`config.mk`:
```
export PLATFORM = sky130hd
export DESIGN_NAME = sliding_window_rate_limiter
export DESIGN_NICKNAME = d
export VERILOG_FILES = /design/src/rtl/core/swrl_pkg.sv /design/src/rtl/core/swrl_divider.sv /design/src/rtl/core/sliding_window_rate_limiter.sv
export SDC_FILE = /design/constraint.sdc
export NUM_CORES = 2
export LEC_CHECK = 0
export ABC_AREA = 1
export BUFFER_PORTS_ARGS = -buffer_cell sky130_fd_sc_hd__buf_2
export CORE_MARGIN = 3
export CORE_UTILIZATION = 40
export DETAILED_ROUTE_END_ITERATION = 7
export PLACE_DENSITY_LB_ADDON = 0.3
export REMOVE_ABC_BUFFERS = 1
export SLEW_MARGIN = 20
export SYNTH_ARGS = -nofsm -noshare
export SYNTH_HDL_FRONTEND = slang
export SYNTH_HIERARCHICAL = 1
export SYNTH_SLANG_ARGS = --single-unit
```
`constraint.sdc`:
```
create_clock -name clk -period 16.6 [get_ports clk]
set_input_delay 2.49 -clock clk [delete_from_list [all_inputs] [get_ports clk]]
set_output_delay 2.49 -clock clk [all_outputs]
set_load 0.01 [all_outputs]
```
`src/rtl/core/swrl_pkg.sv`:
```
// Shared constants and types for the sliding window rate limiter.
`timescale 1ns / 1ps

package swrl_pkg;

  // Default sizes of the timestamp and the pass counters
  localparam int TIME_WIDTH_DEFAULT  = 48;
  localparam int COUNT_WIDTH_DEFAULT = 32;
  localparam int MAX_TIME_WIDTH      = 64;

  // Register widths
  localparam int WIN_SEC_WIDTH   = 16;
  localparam int LIMIT_WIDTH     = 32;
  localparam int ORIGIN_WIDTH    = 48;
  localparam int CFG_DATA_WIDTH  = 48;
  localparam int CFG_INDEX_WIDTH = 2;

  // Window length in ms: 16-bit seconds times 1000 fits in 26 bits
  localparam int MS_PER_SECOND  = 1000;
  localparam int WIN_MS_WIDTH   = 26;
  // Divisor holds 2*W for the weight divide
  localparam int DIVISOR_WIDTH  = WIN_MS_WIDTH + 1;
  // Weight numerator 2*c*rem + W needs COUNT_WIDTH + this many bits
  localparam int WEIGHT_EXTRA   = WIN_MS_WIDTH + 2;
  // W >= 1000 > 2^9, so the window index needs 9 bits fewer than time
  localparam int QUOT_DROP      = 9;
  localparam int DIV_WIDTH_DEFAULT = COUNT_WIDTH_DEFAULT + WEIGHT_EXTRA;

  // Register indexes
  localparam logic [CFG_INDEX_WIDTH-1:0] REG_WINDOW_SECONDS = 2'd0;
  localparam logic [CFG_INDEX_WIDTH-1:0] REG_REQUEST_LIMIT  = 2'd1;
  localparam logic [CFG_INDEX_WIDTH-1:0] REG_TIME_ORIGIN    = 2'd2;

  // Divider status toward the sequencer
  typedef struct packed {
    logic busy;
    logic done;
  } div_status_t;

endpackage

```
`src/rtl/core/swrl_divider.sv`:
```
// Restoring serial divider, one quotient bit per cycle.
`timescale 1ns / 1ps

module swrl_divider #(
  parameter int DIVIDEND_W = swrl_pkg::DIV_WIDTH_DEFAULT,
  parameter int DIVISOR_W  = swrl_pkg::DIVISOR_WIDTH
) (
  input  logic                    clk,
  input  logic                    rst,
  input  logic                    start,
  input  logic [DIVIDEND_W-1:0]   dividend,
  input  logic [DIVISOR_W-1:0]    divisor,
  output logic [DIVIDEND_W-1:0]   quotient,
  output logic [DIVISOR_W-1:0]    remainder,
  output swrl_pkg::div_status_t   status
);

  localparam int CNT_W = $clog2(DIVIDEND_W + 1);

  logic [DIVIDEND_W-1:0] quo;
  logic [DIVISOR_W-1:0]  rem;
  logic [DIVISOR_W-1:0]  dsr;
  logic [CNT_W-1:0]      cnt;
  logic                  busy;
  logic                  done;

  logic [DIVISOR_W:0]    trial;
  logic [DIVISOR_W:0]    diff;
  logic                  ge;

  assign trial = {rem, quo[DIVIDEND_W-1]};
  assign diff  = trial - {1'b0, dsr};
  assign ge    = (trial >= {1'b0, dsr});

  always_ff @(posedge clk) begin
    if (rst) begin
      busy <= 1'b0;
      done <= 1'b0;
      cnt  <= '0;
    end else begin
      done <= 1'b0;
      if (start) begin
        busy <= 1'b1;
        cnt  <= CNT_W'(DIVIDEND_W);
      end else if (busy) begin
        cnt <= cnt - CNT_W'(1);
        if (cnt == CNT_W'(1)) begin
          busy <= 1'b0;
          done <= 1'b1;
        end
      end
    end
  end

  // datapath, no reset
  always_ff @(posedge clk) begin
    if (start) begin
      quo <= dividend;
      rem <= '0;
      dsr <= divisor;
    end else if (busy) begin
      quo <= {quo[DIVIDEND_W-2:0], ge};
      rem <= ge ? diff[DIVISOR_W-1:0] : trial[DIVISOR_W-1:0];
    end
  end

  assign quotient    = quo;
  assign remainder   = rem;
  assign status.busy = busy;
  assign status.done = done;

endmodule

```
`src/rtl/core/sliding_window_rate_limiter.sv`:
```
// Top level of the sliding window counter rate limiter.
`timescale 1ns / 1ps

// Sliding window counter rate limiter. Each input transfer is one request
// with a millisecond timestamp; each output transfer is one pass/reject
// verdict, in order. Time is cut into fixed windows of window_seconds*1000
// ms starting at time_origin. Pass counts of the current and previous
// window are kept; the previous count is weighted by the share of its
// window still inside the sliding window (rounded half up) and subtracted
// from request_limit. A request passes, and is counted, when the current
// count stays below the adjusted limit. One serial divider does both
// divides: first offset / W for the window index and remainder, then
// (2*c*rem + W) / (2*W) for the weight, both DIV_WIDTH bits wide, with
// DIV_WIDTH = max(TIME_WIDTH, COUNT_WIDTH + 28). A request occupies the
// block from accept until its verdict is loaded; in_ready is low
// meanwhile. The verdict sits in an output register, so the next request
// is taken while it waits. Configuration writes land at once and must
// only be made while the block is idle.
// A window_seconds of 0 acts as 1, a timestamp before the origin as the
// origin itself, and request_limit saturates at the counter width.

module sliding_window_rate_limiter #(
  parameter int TIME_WIDTH  = swrl_pkg::TIME_WIDTH_DEFAULT,
  parameter int COUNT_WIDTH = swrl_pkg::COUNT_WIDTH_DEFAULT
) (
  input  logic                                  clk,
  input  logic                                  rst,
  // configuration write port
  input  logic                                  cfg_we,
  input  logic [swrl_pkg::CFG_INDEX_WIDTH-1:0]  cfg_index,
  input  logic [swrl_pkg::CFG_DATA_WIDTH-1:0]   cfg_data,
  // request channel
  input  logic                                  in_valid,
  output logic                                  in_ready,
  input  logic [TIME_WIDTH-1:0]                 now_ms,
  // verdict channel
  output logic                                  out_valid,
  input  logic                                  out_ready,
  output logic                                  allowed
);

  localparam int WMS  = swrl_pkg::WIN_MS_WIDTH;
  localparam int DSRW = swrl_pkg::DIVISOR_WIDTH;
  localparam int NUMW = COUNT_WIDTH + swrl_pkg::WEIGHT_EXTRA;
  localparam int DIV_WIDTH = (TIME_WIDTH > NUMW) ? TIME_WIDTH : NUMW;
  localparam int QUOT_WIDTH = TIME_WIDTH - swrl_pkg::QUOT_DROP;
  localparam int PROD_WIDTH = COUNT_WIDTH + WMS;

  typedef enum logic [4:0] {
    S_IDLE   = 5'b00001,
    S_DIV1   = 5'b00010,
    S_MUL    = 5'b00100,
    S_DIV2   = 5'b01000,
    S_DONE   = 5'b10000
  } state_t;

  // Configuration registers
  logic [swrl_pkg::WIN_SEC_WIDTH-1:0] window_seconds;
  logic [swrl_pkg::LIMIT_WIDTH-1:0]   request_limit;
  logic [swrl_pkg::ORIGIN_WIDTH-1:0]  time_origin;

  // Limiter state
  logic                   has_history;
  logic [QUOT_WIDTH-1:0]  prior_window_index;
  logic [COUNT_WIDTH-1:0] current_passes;
  logic [COUNT_WIDTH-1:0] previous_passes;

  // Sequencer and per-request working registers
  state_t                 state;
  state_t                 state_next;
  logic [WMS-1:0]         win_ms;
  logic [WMS-1:0]         rem_ms;
  logic [PROD_WIDTH-1:0]  prod;

  // Shared divider
  logic                   div_start;
  logic [DIV_WIDTH-1:0]   div_dividend;
  logic [DSRW-1:0]        div_divisor;
  logic [DIV_WIDTH-1:0]   div_quotient;
  logic [DSRW-1:0]        div_remainder;
  swrl_pkg::div_status_t  div_stat;

  logic                   accept;
  logic                   out_free;
  logic [swrl_pkg::WIN_SEC_WIDTH-1:0] win_sec;
  logic [WMS-1:0]         win_ms_comb;
  logic [swrl_pkg::MAX_TIME_WIDTH-1:0] origin_ext;
  logic [TIME_WIDTH-1:0]  origin_tw;
  logic [TIME_WIDTH-1:0]  offset;
  logic [QUOT_WIDTH-1:0]  idx;
  logic [QUOT_WIDTH:0]    prior_plus1;
  logic [COUNT_WIDTH-1:0] weight;
  logic [COUNT_WIDTH-1:0] limit_sat;
  logic [swrl_pkg::LIMIT_WIDTH:0] limit_ext;
  logic                   pass;

  // ---------------------------------------------------------------------
  // Configuration
  // ---------------------------------------------------------------------
  always_ff @(posedge clk) begin
    if (rst) begin
      window_seconds <= swrl_pkg::WIN_SEC_WIDTH'(1);
      request_limit  <= '0;
      time_origin    <= '0;
    end else if (cfg_we) begin
      unique case (cfg_index)
        swrl_pkg::REG_WINDOW_SECONDS:
          window_seconds <= cfg_data[swrl_pkg::WIN_SEC_WIDTH-1:0];
        swrl_pkg::REG_REQUEST_LIMIT:
          request_limit <= cfg_data[swrl_pkg::LIMIT_WIDTH-1:0];
        swrl_pkg::REG_TIME_ORIGIN:
          time_origin <= cfg_data[swrl_pkg::ORIGIN_WIDTH-1:0];
        default: ;
      endcase
    end
  end

  // ---------------------------------------------------------------------
  // Front end: window length and offset from origin, formed at accept
  // ---------------------------------------------------------------------
  assign win_sec     = (window_seconds == '0) ? swrl_pkg::WIN_SEC_WIDTH'(1) : window_seconds;
  assign win_ms_comb = WMS'(win_sec) * WMS'(swrl_pkg::MS_PER_SECOND);
  assign origin_ext  = swrl_pkg::MAX_TIME_WIDTH'(time_origin);
  assign origin_tw   = origin_ext[TIME_WIDTH-1:0];
  assign offset      = (now_ms >= origin_tw) ? (now_ms - origin_tw) : '0;

  assign in_ready = (state == S_IDLE);
  assign accept   = in_valid && in_ready;
  assign out_free = !out_valid || out_ready;

  // c * rem for the weight; previous_passes and rem_ms settle as S_MUL starts
  assign prod = PROD_WIDTH'(previous_passes) * PROD_WIDTH'(rem_ms);

  // Divider operands: window divide on accept, weight divide from S_MUL
  always_comb begin
    div_start    = 1'b0;
    div_dividend = DIV_WIDTH'(offset);
    div_divisor  = DSRW'(win_ms_comb);
    if (accept) begin
      div_start = 1'b1;
    end else if (state == S_MUL) begin
      div_start    = 1'b1;
      div_dividend = DIV_WIDTH'({prod, 1'b0}) + DIV_WIDTH'(win_ms);
      div_divisor  = {win_ms, 1'b0};
    end
  end

  swrl_divider #(
    .DIVIDEND_W (DIV_WIDTH),
    .DIVISOR_W  (DSRW)
  ) u_div (
    .clk       (clk),
    .rst       (rst),
    .start     (div_start),
    .dividend  (div_dividend),
    .divisor   (div_divisor),
    .quotient  (div_quotient),
    .remainder (div_remainder),
    .status    (div_stat)
  );

  // Window index out of the first divide, weight out of the second
  assign idx         = div_quotient[QUOT_WIDTH-1:0];
  assign prior_plus1 = {1'b0, prior_window_index} + (QUOT_WIDTH+1)'(1);
  // weight <= previous count, so the low bits hold all of it
  assign weight      = div_quotient[COUNT_WIDTH-1:0];

  // Limit clipped to the counter range
  assign limit_ext = {1'b0, request_limit} >> COUNT_WIDTH;
  assign limit_sat = (limit_ext != '0) ? '1 : COUNT_WIDTH'(request_limit);

  // current < limit - weight, with a weight above the limit rejecting
  assign pass = ({1'b0, current_passes} + {1'b0, weight}) < {1'b0, limit_sat};

  // ---------------------------------------------------------------------
  // Sequencer
  // ---------------------------------------------------------------------
  always_comb begin
    state_next = state;
    unique case (state)
      S_IDLE: if (accept)           state_next = S_DIV1;
      S_DIV1: if (div_stat.done)    state_next = S_MUL;
      S_MUL:                        state_next = S_DIV2;
      S_DIV2: if (div_stat.done)    state_next = S_DONE;
      S_DONE: if (out_free)         state_next = S_IDLE;
      default:                      state_next = S_IDLE;
    endcase
  end

  always_ff @(posedge clk) begin
    if (rst) begin
      state              <= S_IDLE;
      has_history        <= 1'b0;
      prior_window_index <= '0;
      current_passes     <= '0;
      previous_passes    <= '0;
      out_valid          <= 1'b0;
    end else begin
      state <= state_next;

      // Rollover once the window index is known
      if (state == S_DIV1 && div_stat.done) begin
        if (has_history && idx != prior_window_index) begin
          if ({1'b0, idx} == prior_plus1) begin
            previous_passes <= current_passes;
          end else begin
            previous_passes <= '0;
          end
          current_passes <= '0;
        end
        has_history        <= 1'b1;
        prior_window_index <= idx;
      end

      // Verdict into the output register; count the pass
      if (state == S_DONE && out_free) begin
        out_valid <= 1'b1;
        if (pass) begin
          current_passes <= current_passes + COUNT_WIDTH'(1);
        end
      end else if (out_ready) begin
        out_valid <= 1'b0;
      end
    end
  end

  // Working registers, no reset
  always_ff @(posedge clk) begin
    if (accept) begin
      win_ms <= win_ms_comb;
    end
    if (state == S_DIV1 && div_stat.done) begin
      // time left in the window: W - 1 - (offset mod W)
      rem_ms <= win_ms - WMS'(1) - div_remainder[WMS-1:0];
    end
    if (state == S_DONE && out_free) begin
      allowed <= pass;
    end
  end

  // ---------------------------------------------------------------------
  // Assertions
  // ---------------------------------------------------------------------
  // A request is only taken while the divider is free
  assert property (@(posedge clk) disable iff (rst)
    in_ready |-> !div_stat.busy)
    else $error("request accepted while divider busy");

  // Every accepted request starts the window divide
  assert property (@(posedge clk) disable iff (rst)
    accept |=> div_stat.busy)
    else $error("window divide did not start");

  // A verdict leaving S_DONE is loaded with the computed decision
  assert property (@(posedge clk) disable iff (rst)
    (state == S_DONE && out_free) |=> (out_valid && allowed == $past(pass)))
    else $error("verdict not loaded");

endmodule
```
==> results_dict.tcl <==
set metrics [dict create \
    status "finished, violations left" \
    violations "DRC" \
    min_path_type "reg2reg" \
    crit_slowest_cell "dfxtp_1" \
    globalRouteTotalUtil 0.244 \
    final_common_cell "nand2_1" \
    grt_start_max_net_pins 103 \
    worstMarginPinSlew_ps 1130 \
    yosys_warnings 6 \
    arrival_ps 9500 \
    grt_overflow 0 \
    vdd_drop_max_mv 0.0858 \
    crit_top_cell "nand2_1" \
    critPathMaxStageDelay_ps 1070 \
    cts_setup_buffers 0 \
    cts_max_level 2 \
    wirelength_um 185000 \
    antenna_left 0 \
    maxSlewViolCount 0 \
    regArea_um2 8940 \
    ios 106 \
    cts_tree "built" \
    cts.sinks 378 \
    n_antenna_cell 0 \
    power_leakage_nw 35.7 \
    final_cells 10500 \
    wire_per_inst_um 17.7 \
    dr_wl_met2_um 84700 \
    post-route-period-util 0.550 \
    period_minus_slack_ps 9130 \
    crit_family "adder cells" \
    fin_skew_ps 30.5 \
    worstSetupPathType "reg2reg" \
    drc 2 \
    slew_headroom 0.244 \
    min_path_cells 2 \
    finalHoldViolations 0 \
    power_mw 4.63 \
    m1WireLength_um 81700 \
    final_layout_size_suffix_gt1_frac 0.0421 \
    wl_met3_um 11100 \
    multi_input_comb_area_um2 41900 \
    highest_layer "met4" \
    drtPass1Iterations 8 \
    hold_ws_ps 457 \
    final_cell_mix "nand2_1, inv_1, fa_1" \
    drt_iter0_drc 4152 \
    setup_viol 0 \
    gp_congestion 0.955 \
    rsz0062_at_grt "no" \
    worstPathMaxFanout 27 \
    max_freq_mhz 109 \
    initial_utilization 0.404 \
    cp.required_ps 16970 \
    vias_per_cell 5.01 \
    grt_pass1_wl_um 297000 \
    cp.depth 36 \
    synth.cell_area_um2 59900 \
    cts_buffers 46 \
    ff2ff_path_depth 36 \
    cap_violations 0 \
    cp.buffers_inverters 5 \
    nFillCells 15500 \
    via_count 52500 \
    dp.cells 10400 \
    p_per_area_nw_per_um2 72.4 \
    dieArea_um2 154000 \
    synth.avg_cell_area_um2 7.00 \
    critPathCaptureType "flip-flop" \
    die_h_um 393 \
    cts_hold_buf 0 \
    rows 141 \
    tns_ps 0 \
    die_w_um 393 \
    cts.repair.resized 0 \
    cts_buffer_depth 3 \
    grt_pass1_vias 53400 \
    clock_latency_ps 640 \
    fin_nets 9821 \
    numPortBuffers 105 \
    clk_pin_slew_ps 70 \
    dp_hpwl_um 150000 \
    cts_root_buffer "clkbuf_16" \
    synth_cells 8563 \
    core_area_um2 148000 \
    antenna_found_initial 0 \
    area_growth_pct 6.69 \
    critPathLaunchType "flip-flop" \
]
[power breakdown]
| part | leakage (nW) | switching (mW) | internal, mW |
|---|---|---|---|
| Sequential | 3.29 | 0.202 | 1.24 |
| Combinational | 31.6 | 1.36 | 0.700 |
| Clock | 0.801 | 0.467 | 0.657 |
[sequential cells by signal (all words and copies together), names as in the netlist, 5 cells and up]
register	flops
u_div/remainder	27
rem_ms	26
limit_sat	32
window_seconds	16
win_ms	23
u_div/dsr	27
previous_passes	32
current_passes	32
u_div/quotient	60
origin_tw	48
u_div/cnt	6
prior_window_index	39
state	5
[tightest hold or removal path: stages, from the launching register on]
cell and delay, ps:
dfxtp_1 290, inv_1 60, a21oi_1 60
[layout make-up]
class                   instances  area share
clock buffers                  60      0.0198
well taps                    1930      0.0378
repair buffers                176      0.0166
clock inverters                26     0.00589
flip-flops and latches        378       0.140
inverters                    2131       0.125
multi-input cells            5766       0.655
[stage by stage]
step | utilization | cell area (um2) | setup slack, ps
final | 0.431 | 63900 | 7470
after global routing | 0.431 | 63900 | 6820
after CTS | 0.431 | 63900 | 7300
after detailed placement | 0.420 | 62300 | 7350
after global placement | 0.420 | 62300 | 7440
after floorplan | - | 58700 | 5990
[layer usage]
layer | global-route usage | up-vias
met5 | 0 | -
met3 | 0.0258 | 274
li1 | - | 25400
met2 | 0.403 | 1630
met1 | 0.332 | 25200
met4 | 0.0851 | 0
[worst paths after layout]
check,startpoint,slack [ps],endpoint
min reg2reg,origin_tw[26]$_SDFFE_PP0P_,460,origin_tw[26]$_SDFFE_PP0P_
min,origin_tw[26]$_SDFFE_PP0P_,460,origin_tw[26]$_SDFFE_PP0P_
max,previous_passes[10]$_SDFFE_PP0P_,7470,u_div/quotient[52]$_DFFE_PP_
max reg2reg,previous_passes[10]$_SDFFE_PP0P_,7470,u_div/quotient[52]$_DFFE_PP_
(Power assumes the default switching activity.)
